### config.mk
export PLATFORM = sky130hd
export DESIGN_NAME = serial_frame_receiver_unit
export DESIGN_NICKNAME = d
export VERILOG_FILES = /design/src/rtl/sfr_pkg.sv /design/src/rtl/sfr_cfg_regs.sv /design/src/rtl/sfr_frame_ctrl.sv /design/src/rtl/serial_frame_receiver_unit.sv
export SDC_FILE = /design/constraint.sdc
export NUM_CORES = 1
export LEC_CHECK = 0
export BUFFER_PORTS_ARGS = -buffer_cell sky130_fd_sc_hd__buf_2
export CAP_MARGIN = 20
export CORE_MARGIN = 3
export CORE_UTILIZATION = 60
export CTS_CLUSTER_DIAMETER = 120
export DETAILED_ROUTE_END_ITERATION = 6
export PLACE_DENSITY = 0.8
export SYNTH_ARGS = -nofsm -noshare
export SYNTH_HDL_FRONTEND = slang
export SYNTH_SLANG_ARGS = --single-unit
export TNS_END_PERCENT = 100
### constraint.sdc
create_clock -name clk -period 4.36 [get_ports clk]
set_input_delay 0.872 -clock clk [delete_from_list [all_inputs] [get_ports clk]]
set_output_delay 0.872 -clock clk [all_outputs]
set_load 0.01 [all_outputs]
### src/rtl/sfr_pkg.sv
// Shared types and constants for the serial frame receiver.
// Status codes, marker register set, result record and reset values.
// No dependencies.
package sfr_pkg;

  localparam int unsigned DEF_HEADER_BYTES       = 5;
  localparam int unsigned DEF_FRAME_BUFFER_BYTES = 64;
  localparam int unsigned TRAILER_BYTES          = 3;

  localparam int unsigned BYTE_W  = 8;
  localparam int unsigned STAT_W  = 3;
  localparam int unsigned PIDX_W  = 6;
  localparam int unsigned PLEN_W  = 6;
  localparam int unsigned CFG_IDX_W = 2;

  localparam logic [BYTE_W-1:0] CHK_OFFSET = 8'hAD;
  localparam logic [BYTE_W-1:0] ZERO_BYTE  = 8'h00;

  localparam logic [BYTE_W-1:0] RST_PREFIX = 8'h07;
  localparam logic [BYTE_W-1:0] RST_HEAD   = 8'hF0;
  localparam logic [BYTE_W-1:0] RST_TAIL   = 8'h0F;
  localparam logic [BYTE_W-1:0] RST_ACK    = 8'hF3;

  localparam logic [CFG_IDX_W-1:0] CFG_PREFIX = 2'd0;
  localparam logic [CFG_IDX_W-1:0] CFG_HEAD   = 2'd1;
  localparam logic [CFG_IDX_W-1:0] CFG_TAIL   = 2'd2;
  localparam logic [CFG_IDX_W-1:0] CFG_ACK    = 2'd3;

  typedef enum logic [STAT_W-1:0] {
    ST_HEADER    = 3'd0,
    ST_PAYLOAD   = 3'd1,
    ST_ESCAPE    = 3'd2,
    ST_DONE      = 3'd3,
    ST_ACK       = 3'd4,
    ST_FRAMING   = 3'd5,
    ST_CHECKSUM  = 3'd6,
    ST_TOO_LARGE = 3'd7
  } sfr_status_t;

  typedef struct packed {
    logic [BYTE_W-1:0] prefix;
    logic [BYTE_W-1:0] head;
    logic [BYTE_W-1:0] tail;
    logic [BYTE_W-1:0] ack;
  } sfr_markers_t;

  typedef struct packed {
    sfr_status_t       status;
    logic [BYTE_W-1:0] payload_byte;
    logic [PIDX_W-1:0] payload_index;
    logic [BYTE_W-1:0] command_id;
    logic [PLEN_W-1:0] payload_length;
  } sfr_result_t;

endpackage

### src/rtl/sfr_cfg_regs.sv
// Marker register file of the serial frame receiver.
// Write-only, reset to the default marker bytes. Depends on sfr_pkg.
module sfr_cfg_regs
  import sfr_pkg::*;
(
  input  logic                 clk,
  input  logic                 rst_n,
  input  logic                 cfg_we,
  input  logic [CFG_IDX_W-1:0] cfg_index,
  input  logic [BYTE_W-1:0]    cfg_wdata,
  output sfr_markers_t         markers
);

  sfr_markers_t markers_r;
  sfr_markers_t markers_nxt;

  always_comb begin
    markers_nxt = markers_r;
    if (cfg_we) begin
      unique case (cfg_index)
        CFG_PREFIX: markers_nxt.prefix = cfg_wdata;
        CFG_HEAD:   markers_nxt.head   = cfg_wdata;
        CFG_TAIL:   markers_nxt.tail   = cfg_wdata;
        CFG_ACK:    markers_nxt.ack    = cfg_wdata;
        default:    markers_nxt = markers_r;
      endcase
    end
  end

  always_ff @(posedge clk) begin
    if (!rst_n) begin
      markers_r.prefix <= RST_PREFIX;
      markers_r.head   <= RST_HEAD;
      markers_r.tail   <= RST_TAIL;
      markers_r.ack    <= RST_ACK;
    end else begin
      markers_r <= markers_nxt;
    end
  end

  assign markers = markers_r;

endmodule

### src/rtl/sfr_frame_ctrl.sv
// Frame position tracker: checks each byte against its place in the frame,
// keeps command, length, checksum and escape state. Depends on sfr_pkg.
module sfr_frame_ctrl
  import sfr_pkg::*;
#(
  parameter int unsigned HEADER_BYTES       = DEF_HEADER_BYTES,
  parameter int unsigned FRAME_BUFFER_BYTES = DEF_FRAME_BUFFER_BYTES
) (
  input  logic              clk,
  input  logic              rst_n,
  input  logic              step_en,
  input  logic [BYTE_W-1:0] rx_byte,
  input  sfr_markers_t      markers,
  output sfr_result_t       res
);

  localparam int unsigned POS_W = $clog2(FRAME_BUFFER_BYTES);
  localparam int unsigned EXT_W = 10;

  logic [POS_W-1:0]  position_r, position_nxt;
  logic [BYTE_W-1:0] frame_length_r, frame_length_nxt;
  logic [BYTE_W-1:0] command_r, command_nxt;
  logic [BYTE_W-1:0] sum_r, sum_nxt;
  logic              prev_prefix_r, prev_prefix_nxt;

  logic [EXT_W-1:0]  pos_ext;
  logic [EXT_W-1:0]  pay_end;
  logic [EXT_W-1:0]  pidx_ext;
  logic              too_large;
  logic              is_prefix;

  assign pos_ext   = EXT_W'(position_r);
  assign pay_end   = EXT_W'(HEADER_BYTES) + EXT_W'(frame_length_r);
  assign pidx_ext  = pos_ext - EXT_W'(HEADER_BYTES);
  assign too_large = (pay_end + EXT_W'(TRAILER_BYTES)) > EXT_W'(FRAME_BUFFER_BYTES);
  assign is_prefix = (rx_byte == markers.prefix);

  always_comb begin
    position_nxt     = position_r;
    frame_length_nxt = frame_length_r;
    command_nxt      = command_r;
    sum_nxt          = sum_r;
    prev_prefix_nxt  = prev_prefix_r;
    res              = '0;
    res.status       = ST_HEADER;

    if (position_r == '0) begin
      if (is_prefix) begin
        position_nxt = POS_W'(1);
        sum_nxt      = '0;
      end else begin
        res.status      = ST_FRAMING;
        prev_prefix_nxt = 1'b0;
      end
    end else if (position_r == POS_W'(1)) begin
      // ack takes priority over head
      if (rx_byte == markers.ack) begin
        res.status      = ST_ACK;
        position_nxt    = '0;
        prev_prefix_nxt = 1'b0;
      end else if (rx_byte == markers.head) begin
        position_nxt = POS_W'(2);
      end else begin
        res.status      = ST_FRAMING;
        position_nxt    = '0;
        prev_prefix_nxt = 1'b0;
      end
    end else if (position_r == POS_W'(2)) begin
      if (rx_byte == ZERO_BYTE) begin
        sum_nxt      = '0;
        position_nxt = POS_W'(3);
      end else begin
        res.status      = ST_FRAMING;
        position_nxt    = '0;
        prev_prefix_nxt = 1'b0;
      end
    end else if (pos_ext < EXT_W'(HEADER_BYTES)) begin
      if (position_r == POS_W'(3)) command_nxt = rx_byte;
      if (position_r == POS_W'(HEADER_BYTES - 1)) frame_length_nxt = rx_byte;
      sum_nxt         = sum_r + rx_byte;
      prev_prefix_nxt = 1'b0;
      position_nxt    = position_r + POS_W'(1);
    end else if (too_large) begin
      res.status      = ST_TOO_LARGE;
      position_nxt    = '0;
      prev_prefix_nxt = 1'b0;
    end else if (pos_ext < pay_end) begin
      // second prefix of a pair: drop it
      if (is_prefix && prev_prefix_r) begin
        res.status      = ST_ESCAPE;
        prev_prefix_nxt = 1'b0;
      end else begin
        res.status        = ST_PAYLOAD;
        res.payload_byte  = rx_byte;
        res.payload_index = pidx_ext[PIDX_W-1:0];
        prev_prefix_nxt   = is_prefix;
        sum_nxt           = sum_r + rx_byte;
        position_nxt      = position_r + POS_W'(1);
      end
    end else if (pos_ext == pay_end) begin
      prev_prefix_nxt = 1'b0;
      if ((sum_r + CHK_OFFSET) != rx_byte) begin
        res.status   = ST_CHECKSUM;
        position_nxt = '0;
      end else begin
        position_nxt = position_r + POS_W'(1);
      end
    end else if (pos_ext == pay_end + EXT_W'(1)) begin
      if (is_prefix) begin
        position_nxt = position_r + POS_W'(1);
      end else begin
        res.status      = ST_FRAMING;
        position_nxt    = '0;
        prev_prefix_nxt = 1'b0;
      end
    end else begin
      if (rx_byte == markers.tail) begin
        res.status         = ST_DONE;
        res.command_id     = command_r;
        res.payload_length = frame_length_r[PLEN_W-1:0];
      end else begin
        res.status = ST_FRAMING;
      end
      position_nxt    = '0;
      prev_prefix_nxt = 1'b0;
    end
  end

  always_ff @(posedge clk) begin
    if (!rst_n) begin
      position_r     <= '0;
      frame_length_r <= '0;
      command_r      <= '0;
      sum_r          <= '0;
      prev_prefix_r  <= 1'b0;
    end else if (step_en) begin
      position_r     <= position_nxt;
      frame_length_r <= frame_length_nxt;
      command_r      <= command_nxt;
      sum_r          <= sum_nxt;
      prev_prefix_r  <= prev_prefix_nxt;
    end
  end

`ifndef SYNTH
  // errors, acks and completed frames all resynchronise
  a_resync: assert property (@(posedge clk) disable iff (!rst_n)
    step_en && (res.status == ST_ACK || res.status == ST_DONE ||
                res.status == ST_FRAMING || res.status == ST_CHECKSUM ||
                res.status == ST_TOO_LARGE)
    |=> position_r == '0)
    else $error("position not cleared after frame end or error");

  a_prefix_scope: assert property (@(posedge clk) disable iff (!rst_n)
    prev_prefix_r |-> pos_ext >= EXT_W'(HEADER_BYTES))
    else $error("escape pairing state set outside payload");

  a_payload_only: assert property (@(posedge clk) disable iff (!rst_n)
    res.status != ST_PAYLOAD |-> res.payload_byte == '0 && res.payload_index == '0)
    else $error("payload fields driven without payload status");
`endif

endmodule

### src/rtl/serial_frame_receiver_unit.sv
// Path from input transfer to result: input register, then result register.
// One byte per cycle unless stalled; the frame tracker handles a byte in one pass.
// A stalled result holds in the result register while one more byte waits in
// the input register. Synchronous active-low reset clears the frame state,
// empties both registers and restores the default marker bytes.
module serial_frame_receiver_unit
  import sfr_pkg::*;
#(
  parameter int unsigned HEADER_BYTES       = DEF_HEADER_BYTES,
  parameter int unsigned FRAME_BUFFER_BYTES = DEF_FRAME_BUFFER_BYTES
) (
  input  logic                 clk,
  input  logic                 rst_n,
  input  logic                 cfg_we,
  input  logic [CFG_IDX_W-1:0] cfg_index,
  input  logic [BYTE_W-1:0]    cfg_wdata,
  input  logic                 in_valid,
  output logic                 in_stall,
  input  logic [BYTE_W-1:0]    in_rx_byte,
  output logic                 out_valid,
  input  logic                 out_stall,
  output logic [STAT_W-1:0]    out_status,
  output logic [BYTE_W-1:0]    out_payload_byte,
  output logic [PIDX_W-1:0]    out_payload_index,
  output logic [BYTE_W-1:0]    out_command_id,
  output logic [PLEN_W-1:0]    out_payload_length
);

  sfr_markers_t markers;
  sfr_result_t  res;
  sfr_result_t  out_res_r;

  logic              s1_valid_r;
  logic [BYTE_W-1:0] s1_byte_r;
  logic              out_valid_r;
  logic              adv;
  logic              in_xfer;
  logic              step;

  // advance when the result register is empty or being taken
  assign adv      = !out_valid_r || !out_stall;
  assign in_stall = s1_valid_r && !adv;
  assign in_xfer  = in_valid && !in_stall;
  assign step     = s1_valid_r && adv;

  sfr_cfg_regs u_cfg (
    .clk       (clk),
    .rst_n     (rst_n),
    .cfg_we    (cfg_we),
    .cfg_index (cfg_index),
    .cfg_wdata (cfg_wdata),
    .markers   (markers)
  );

  sfr_frame_ctrl #(
    .HEADER_BYTES       (HEADER_BYTES),
    .FRAME_BUFFER_BYTES (FRAME_BUFFER_BYTES)
  ) u_ctrl (
    .clk     (clk),
    .rst_n   (rst_n),
    .step_en (step),
    .rx_byte (s1_byte_r),
    .markers (markers),
    .res     (res)
  );

  always_ff @(posedge clk) begin
    if (!rst_n) begin
      s1_valid_r  <= 1'b0;
      out_valid_r <= 1'b0;
    end else begin
      if (!s1_valid_r || adv) s1_valid_r <= in_valid;
      if (adv) out_valid_r <= s1_valid_r;
    end
  end

  always_ff @(posedge clk) begin
    if (in_xfer) s1_byte_r <= in_rx_byte;
    if (step) out_res_r <= res;
  end

  assign out_valid          = out_valid_r;
  assign out_status         = out_res_r.status;
  assign out_payload_byte   = out_res_r.payload_byte;
  assign out_payload_index  = out_res_r.payload_index;
  assign out_command_id     = out_res_r.command_id;
  assign out_payload_length = out_res_r.payload_length;

endmodule

==> results of run 1 <==
flip-flops by register name, summed over array words and instances, names as in the netlist, 3 cells and up:
name	cells
u_ctrl.sum_r	8
out_payload_byte	8
u_cfg.markers	32
out_payload_index	6
out_status	3
u_ctrl.command_r	8
u_ctrl.frame_length_r	8
s1_byte_r	8
out_payload_length	6
out_command_id	8
u_ctrl.position_r	6
path summary, 6_finish.rpt:
check | start | to | slack (ns) | cells past startpoint
max reg2reg | u_ctrl.frame_length_r[0]$_SDFFE_PN0P_ | u_ctrl.sum_r[7]$_SDFFE_PN0P_ | 0.40 | 12
max | u_ctrl.frame_length_r[0]$_SDFFE_PN0P_ | u_ctrl.sum_r[7]$_SDFFE_PN0P_ | 0.40 | 12
min | u_cfg.markers[2]$_SDFFE_PN0P_ | u_cfg.markers[2]$_SDFFE_PN0P_ | 0.48 | 2
min reg2reg | u_cfg.markers[2]$_SDFFE_PN0P_ | u_cfg.markers[2]$_SDFFE_PN0P_ | 0.48 | 2
report_power, final:
| group | switching [mW] | leakage [nW] | total (mW) | internal, mW |
|---|---|---|---|---|
| Clock | 0.362 | 0.108 | 0.640 | 0.278 |
| Sequential | 0.0277 | 0.901 | 1.06 | 1.03 |
| Combinational | 0.0779 | 1.53 | 0.135 | 0.0574 |
cells by family (layout without fill, tap and decap cells):
| kind of cell | count (synthesis) | in the layout | share of synthesized area |
|---|---|---|---|
| and+or+nand+nor | 271 | 271 | 0.221 |
| DFF | 104 | 104 | 0.409 |
| AOI/OAI and AO/OA | 94 | 94 | 0.117 |
| xor gates and xnor gates | 71 | 71 | 0.108 |
| buffers and inverters | 53 | 94 | 0.0362 |
| muxes | 36 | 36 | 0.0600 |
| adders and majority gates | 23 | 23 | 0.0486 |
final cells by class:
cell class,instances,area (um2),share of cell area
multi-input cells,495,3360,0.508
flip-flops and latches,104,2470,0.374
repair buffers,62,348,0.0526
well taps,133,166,0.0251
clock buffers,9,124,0.0187
clock inverters,7,86.3,0.0130
inverters,16,60.1,0.00907
critical path, delay by kind of cell (launching register included):
family	cells	cell delay, ns
adder cells (fa/ha/maj)	3	1.07
AND/OR/NAND/NOR	3	1.03
XOR/XNOR	1	0.19
buffers and inverters	1	0.08
flip-flops	1	0.60
AO/OA/AOI/OAI	4	0.90
Yosys cell counts (3+ instances only):
| cell | n | area (um2) |
|---|---|---|
| a21oi_1 | 27 | 135 |
| o21ai_0 | 17 | 85.1 |
| nand3_1 | 33 | 165 |
| mux2i_1 | 34 | 340 |
| o31ai_1 | 5 | 37.5 |
| buf_2 | 4 | 20.0 |
| and2_1 | 21 | 131 |
| or2_2 | 3 | 18.8 |
| and3_1 | 3 | 18.8 |
| nor2_1 | 63 | 236 |
| ha_1 | 21 | 263 |
| dfxtp_1 | 65 | 1300 |
| nand3b_1 | 5 | 37.5 |
| buf_1 | 4 | 15.0 |
| edfxtp_1 | 39 | 1170 |
| nor2b_1 | 6 | 37.5 |
| xnor2_1 | 47 | 412 |
| a211oi_1 | 4 | 30.0 |
| or3_1 | 5 | 31.3 |
| xnor2_2 | 3 | 48.8 |
| nand2b_1 | 10 | 62.6 |
| a21o_1 | 5 | 37.5 |
| nor4_1 | 7 | 43.8 |
| nor3_1 | 11 | 55.1 |
| xor2_1 | 20 | 175 |
| a31oi_1 | 3 | 18.8 |
| clkbuf_1 | 26 | 97.6 |
| nand4_1 | 10 | 62.6 |
| nand2_1 | 76 | 285 |
| or4_1 | 6 | 45.0 |
| inv_1 | 14 | 52.6 |
through the flow:
step	cells	instance area (um2)	hold WS (ns)	power, mW
after global placement	809	6380	0.453	1.21
after floorplan	652	6050	0.448	1.16
after global routing	826	6620	0.501	1.89
final	826	6620	0.480	1.84
after CTS	826	6620	0.483	1.84
after detailed placement	810	6410	0.469	1.22
per-layer routing:
metal,GRT usage,part of all wire
met5,0,0
met4,0.118,0.026
met3,0.0322,0.078
met2,0.439,0.49
met1,0.331,0.41
==> flow_metrics.tcl, run 1 <==
set metrics [dict create \
    yosys_warnings 0 \
    drv_cap 0 \
    rows 36 \
    endpoint_kind "flop" \
    clock-sinks 104 \
    cpMostUsedCell "ha_1" \
    synth-async-reset-ratio 0 \
    wl_per_cell_um 17.3 \
    cts_tree "yes" \
    synth-seq-cells 104 \
    syn_area_per_cell_um2 9.27 \
    postCtsSetupBuffers 0 \
    synth_area_um2 6050 \
    setup_tns_ns 0 \
    crit_path_max_incr_delay_ns 0.60 \
    path_clk_slew_ns 0.11 \
    crit_type "flop to flop" \
    cp_cell_sequence "ha_1, xnor2_2, inv_2, ha_1, a21o_1, maj3_2, a221oi_4, nor2_2, o31ai_4, nand3_2, or4_1, o22ai_1" \
    fillCellCount 824 \
    p_leak_nw 2.54 \
    io_pins 56 \
    pre_cts_ws_ns 0.468 \
    ir_drop_uv 207 \
    final_util 0.677 \
    antenna_found_initial 0 \
    htree_num_levels 3 \
    yosysSeqAreaShare 0.409 \
    finalHoldViolations 0 \
    dieArea_um2 11300 \
    netlist_instances 652 \
    postCtsResizedCells 0 \
    syn_nets 697 \
    slew_violations 0 \
    min_period_ns 3.96 \
    critPathSlowestCell "dfxtp_1" \
    fmax_mhz 253 \
    crit_fanout 16 \
    cp_data_arrival_time_ns 4.27 \
    grt.total_usage 0.259 \
    hp-class "flop to flop" \
    final_nets 733 \
    drc_errors 0 \
    worst_pin_slew_ns 1.02 \
    vias 4949 \
    hpwl_um 10300 \
    portBuffers 55 \
    holdBufCountCts 0 \
    coreArea_um2 9770 \
    skew_ns 0.0186 \
    layout_commonest_cell "nand2_1" \
    gp_congestion 0.948 \
    start_util 0.619 \
    grt_pass1_vias 4678 \
    root_buffer "clkbuf_8" \
    grt_pass1_wl_um 23300 \
    gr-total-overflow 0 \
    areaGrowthSynthToFinish_pct 9.46 \
    ys.flop_type "dfxtp_1" \
    clockBufferDepth 2 \
    numCtsBuffers 9 \
    clkLatencyLatePin_ns 0.39 \
    die_x_um 106 \
    cp.required_ns 4.67 \
    min_period_over_period 0.908 \
    synth_edf_count 39 \
    fin_ws_ns 0.401 \
    dr.pass1.iters 5 \
    ys_types 73 \
    finalWirelength_um 14300 \
    slew_headroom 0.315 \
    p_per_area_nw_per_um2 277 \
    drt_iter0_markers 356 \
    final_cell_mix "nand2_1 (76), dfxtp_1 (65), nor2_1 (63)" \
    antenna_cells 0 \
    grt_max_degree 38 \
    setup_viol 0 \
    rsz0062_at_grt "no" \
    vias_per_cell 5.99 \
    status "finished clean" \
    drive_above_1_share 0.159 \
    drtAntennaViolNets 0 \
    cp-start-kind "flop" \
    fp.dieH_um 106 \
]
Power figures use the tool's default switching activity.
==> run 2: changes to the inputs <==
--- a/config.mk
+++ b/config.mk
@@ -11,7 +11,7 @@
 export CORE_UTILIZATION = 60
 export CTS_CLUSTER_DIAMETER = 120
 export DETAILED_ROUTE_END_ITERATION = 6
-export PLACE_DENSITY = 0.8
+export PLACE_DENSITY_LB_ADDON = 0.1
 export SYNTH_ARGS = -nofsm -noshare
 export SYNTH_HDL_FRONTEND = slang
 export SYNTH_SLANG_ARGS = --single-unit
==> run 2 against run 1 <==
Net effect: sequential cell count stayed put; clock power is 4.4% lower; critical endpoint unchanged; highest routed layer unchanged; final area is 0.23% lower; clock skew is 0.0050 ns lower.
==> flow_metrics.tcl, run 2 (same netlist as run 1, synthesis figures left out) <==
set metrics [dict create \
    setup_tns_ns 0 \
    hp-class "flop to flop" \
    postCtsSetupBuffers 0 \
    grt_max_degree 38 \
    cp_data_arrival_time_ns 4.27 \
    final_cell_area_um2 6600 \
    ir_drop_uv 203 \
    wl_met1_um 6000 \
    layout_commonest_cell "nand2_1" \
    crit_type "flop to flop" \
    pre_cts_ws_ns 0.434 \
    fp.dieH_um 106 \
    cp.required_ns 4.67 \
    rsz0062_at_grt "no" \
    vias_per_cell 5.86 \
    postCtsResizedCells 0 \
    antenna_cells 0 \
    htree_num_levels 3 \
    crit_fanout 16 \
    rrSetupSlack_ns 0.40 \
    dr_wl_met2_um 6780 \
    setup_viol 0 \
    wl_per_cell_um 16.9 \
    final_util 0.676 \
    dpl_cell_area_um2 6400 \
    hpwl_um 10100 \
    slew_headroom 0.366 \
    clkLatencyLatePin_ns 0.38 \
    grt.total_usage 0.259 \
    areaGrowthSynthToFinish_pct 9.21 \
    start_util 0.619 \
    finalPower_mw 1.80 \
    finalWirelength_um 14000 \
    coreArea_um2 9770 \
    endpoint_kind "flop" \
    drt_iter0_markers 239 \
    final_cell_mix "nand2_1 (76), dfxtp_1 (65), nor2_1 (63)" \
    rows 36 \
    clock-sinks 104 \
    dieArea_um2 11300 \
    antenna_found_initial 0 \
    fin_ws_ns 0.401 \
    gr-total-overflow 0 \
    gp_congestion 0.984 \
    vias 4850 \
    p_leak_nw 2.54 \
    drtAntennaViolNets 0 \
    die_x_um 106 \
    status "finished clean" \
    fmax_mhz 253 \
    grt_pass1_wl_um 23100 \
    root_buffer "clkbuf_8" \
    portBuffers 55 \
    min_period_ns 3.96 \
    skew_ns 0.0137 \
    dr.max_layer_used "met4" \
    finalHoldViolations 0 \
    slew_violations 0 \
    dr.pass1.iters 5 \
    drv_cap 0 \
    clockBufferDepth 2 \
    final_nets 735 \
    numCtsBuffers 9 \
    cts_tree "yes" \
    largest_register_ff_count 32 \
    drive_above_1_share 0.160 \
    drc_errors 0 \
    path_clk_slew_ns 0.10 \
    dr_wl_met3_um 940 \
    p_per_area_nw_per_um2 273 \
    holdBufCountCts 0 \
    io_pins 56 \
    worst_pin_slew_ns 0.948 \
    grt_pass1_vias 4641 \
    cp-start-kind "flop" \
    min_period_over_period 0.908 \
]
[run 2: cell types whose count changed in the layout (fill, tap and decap cells not counted), sizes merged]
cell | previous run | this run
buf | 62 | 64
bufinv | 1 | 0
clkbuf | 9 | 13
clkinv | 2 | 1
inv | 20 | 18
[run 2: area by class of cell]
cell class,instances,area [um2]
Clock inverter,3,20.0
Tap cell,133,166
Fill cell,805,3170
Clock buffer,13,180
Sequential cell,104,2470
Timing Repair Buffer,64,343
Inverter,16,60.1
Multi-Input combinational cell,495,3360
[run 2: critical path: stages, from the launching register on]
cell and delay [ns]:
dfxtp_1 0.62, ha_1 0.58, xnor2_2 0.19, inv_2 0.08, ha_1 0.19, a21o_1 0.18
maj3_2 0.32, a221oi_4 0.27, nor2_2 0.15, o31ai_4 0.29, nand3_2 0.29, or4_1 0.58
o22ai_1 0.15
[run 2: power breakdown]
group | internal [mW] | leakage [nW] | switching (mW)
logic | 0.0565 | 1.53 | 0.0820
registers | 1.03 | 0.901 | 0.0223
clock network | 0.276 | 0.105 | 0.336
[run 2: per-stage QoR]
stage / std cells / hold WS (ns)
5_1_grt: 828 / 0.497
2_1_floorplan: 652 / 0.448
6_report: 828 / 0.474
4_1_cts: 828 / 0.473
3_5_place_dp: 812 / 0.459
3_3_place_gp: 812 / 0.456
[run 2: final timing paths]
check,to,startpoint,cells past startpoint
setup / recovery,u_ctrl.sum_r[7]$_SDFFE_PN0P_,u_ctrl.frame_length_r[0]$_SDFFE_PN0P_,12
hold / removal,u_cfg.markers[13]$_SDFFE_PN0P_,u_cfg.markers[13]$_SDFFE_PN0P_,2
setup reg to reg,u_ctrl.sum_r[7]$_SDFFE_PN0P_,u_ctrl.frame_length_r[0]$_SDFFE_PN0P_,12
hold reg to reg,u_cfg.markers[13]$_SDFFE_PN0P_,u_cfg.markers[13]$_SDFFE_PN0P_,2
[run 2: layer usage]
metal,track usage,vias up
li1,-,2370
met1,0.331,2278
met2,0.440,172
met3,0.0455,30
met4,0.0953,0
met5,0,-
==> run 3: changes to the inputs <==
--- a/config.mk
+++ b/config.mk
@@ -8,10 +8,11 @@
 export BUFFER_PORTS_ARGS = -buffer_cell sky130_fd_sc_hd__buf_2
 export CAP_MARGIN = 20
 export CORE_MARGIN = 3
-export CORE_UTILIZATION = 60
+export CORE_UTILIZATION = 62
 export CTS_CLUSTER_DIAMETER = 120
 export DETAILED_ROUTE_END_ITERATION = 6
 export PLACE_DENSITY_LB_ADDON = 0.1
+export RECOVER_POWER = 50
 export SYNTH_ARGS = -nofsm -noshare
 export SYNTH_HDL_FRONTEND = slang
 export SYNTH_SLANG_ARGS = --single-unit
==> constraint.sdc (replaced) <==
create_clock -name clk -period 5.1 [get_ports clk]
set_input_delay 1.02 -clock clk [delete_from_list [all_inputs] [get_ports clk]]
set_output_delay 1.02 -clock clk [all_outputs]
set_load 0.01 [all_outputs]
==> run 3 against run 2 <==
Net effect: the run now ends with capacitance limit, slew limit left; worst hold slack about the same; largest power group unchanged; global-route usage decreased by 0.092 points; critical path type unchanged; final area decreased by 1.2%; largest cell class unchanged.
==> flow_metrics.tcl, run 3 (same netlist as run 1, synthesis figures left out) <==
set metrics [dict create \
    status "finished with violations" \
    violations "capacitance limit, slew limit" \
    grt.total_usage 0.258 \
    gp_congestion 0.973 \
    drt_iter0_markers 258 \
    setup_tns_ns 0 \
    hold_path_end "u_cfg.markers[12]$_SDFFE_PN0P_" \
    drc_errors 0 \
    critPathSlowestCell "dfxtp_1" \
    postCtsSetupBuffers 0 \
    crit_type "flop to flop" \
    endpoint_kind "flop" \
    rrSetupSlack_ns 1.07 \
    fmax_mhz 248 \
    drive_above_1_share 0.104 \
    cp.buffers_inverters 1 \
    numCtsBuffers 9 \
    p_seq_frac 0.592 \
    root_buffer "clkbuf_8" \
    clkLatencyLatePin_ns 0.37 \
    vias 4875 \
    ir_drop_uv 161 \
    switching_power_uw 403 \
    cts_tree "yes" \
    pre_cts_ws_ns 1.17 \
    swShare 0.262 \
    rsz0062_at_grt "no" \
    worst_pin_slew_ns 1.69 \
    reg2reg_to "u_ctrl.sum_r[7]$_SDFFE_PN0P_" \
    gr-total-overflow 0 \
    rows 35 \
    slew_headroom -0.126 \
    cp_data_arrival_time_ns 4.32 \
    rr_worst_depth 12 \
    final_cell_area_um2 6520 \
    wl_met1_um 6110 \
    worstReg2RegStart "u_ctrl.frame_length_r[0]$_SDFFE_PN0P_" \
    fin_ws_ns 1.07 \
    io_pins 56 \
    wl_per_cell_um 16.9 \
    antenna_cells 0 \
    min_period_ns 4.03 \
    dpl_cell_area_um2 6360 \
    finalWirelength_um 13900 \
    min_period_over_period 0.791 \
    p_clk_frac 0.340 \
    fp.dieH_um 105 \
    start_util 0.645 \
    holdBufCountCts 0 \
    holdCritStartpoint "u_cfg.markers[12]$_SDFFE_PN0P_" \
    hpwl_um 10100 \
    coreArea_um2 9370 \
    grt_pass1_vias 4749 \
    clock-sinks 104 \
    fin_cells 819 \
    grt_max_degree 38 \
    hold_depth 2 \
    layout_commonest_cell "nand2_1" \
    largest_register_ff_count 32 \
    dr.max_layer_used "met4" \
    crit_path_max_incr_delay_ns 0.61 \
    cp-start-kind "flop" \
    pwr-share-comb 0.068 \
    path_delay_family "adder cells" \
    drtAntennaViolNets 0 \
    crit_fanout 16 \
    internal_power_mw 1.13 \
    dieArea_um2 11000 \
    final_cell_mix "nand2_1 (76), dfxtp_1 (65), nor2_1 (63)" \
    dr_wl_met3_um 790 \
    portBuffers 55 \
    drv_cap 2 \
    dr_wl_met2_um 6550 \
    hp-class "flop to flop" \
    dr.pass1.iters 5 \
    skew_ns 0.0128 \
    p_per_area_nw_per_um2 236 \
    final_nets 730 \
    areaGrowthSynthToFinish_pct 7.86 \
    final_util 0.696 \
    cp.required_ns 5.39 \
    antenna_found_initial 0 \
    placed_cells 803 \
    cpMostUsedCell "ha_1" \
    p_leak_nw 2.41 \
    finalPower_mw 1.54 \
    postCtsResizedCells 0 \
    path_clk_slew_ns 0.10 \
    grt_pass1_wl_um 22900 \
    clockBufferDepth 2 \
    cp_cell_sequence "ha_1, xnor2_2, inv_2, ha_1, a21o_1, maj3_2, a221oi_4, nor2_2, o31ai_4, nand3_2, or4_1, o22ai_1" \
    finalHoldViolations 0 \
    die_x_um 105 \
    hold_slack_ns 0.474 \
    slew_violations 72 \
    setup_viol 0 \
    htree_num_levels 3 \
    vias_per_cell 5.95 \
]
==> run 3: cell type report <==
class | instances | area (um2)
Fill cell | 799 | 2850
Clock inverter | 6 | 70.1
Sequential cell | 104 | 2470
Tap cell | 129 | 161
Multi-Input combinational cell | 495 | 3360
Inverter | 16 | 60.1
Timing Repair Buffer | 59 | 259
Clock buffer | 10 | 138
==> run 3: tightest hold or removal path, delay by kind of cell (launching register included) <==
family,cells,cell delay [ns]
flops,1,0.33
simple gates,1,0.05
compound gates,1,0.05
==> run 3: routing by layer <==
| layer | vias up | global-route usage |
|---|---|---|
| met3 | 34 | 0.0346 |
| li1 | 2354 | - |
| met1 | 2307 | 0.329 |
| met2 | 180 | 0.434 |
| met4 | 0 | 0.120 |
| met5 | - | 0 |
==> run 3: how the worst max path moves through the flow <==
stage / from / to / slack [ns] / cells after the start
detailed placement: u_ctrl.frame_length_r[0]$_SDFFE_PN0P_ / u_ctrl.sum_r[7]$_SDFFE_PN0P_ / 1.17 / 12
floorplan: u_ctrl.frame_length_r[0]$_SDFFE_PN0P_ / u_ctrl.sum_r[7]$_SDFFE_PN0P_ / 1.91 / 13
finish: u_ctrl.frame_length_r[0]$_SDFFE_PN0P_ / u_ctrl.sum_r[7]$_SDFFE_PN0P_ / 1.07 / 12
CTS: u_ctrl.frame_length_r[0]$_SDFFE_PN0P_ / u_ctrl.sum_r[7]$_SDFFE_PN0P_ / 1.14 / 12
global route: u_ctrl.frame_length_r[0]$_SDFFE_PN0P_ / out_command_id[7]$_SDFFCE_PP0P_ / 0.81 / 10
global placement: u_ctrl.frame_length_r[0]$_SDFFE_PN0P_ / u_ctrl.sum_r[7]$_SDFFE_PN0P_ / 1.30 / 12
==> run 3: power by group through the flow <==
stage	logic (mW)	clock network, mW	registers, mW
2_1_floorplan	0.0761	0	0.916
3_3_place_gp	0.104	0	0.928
3_5_place_dp	0.107	0	0.929
4_1_cts	0.107	0.534	0.910
5_1_grt	0.116	0.564	0.913
6_report	0.104	0.523	0.910
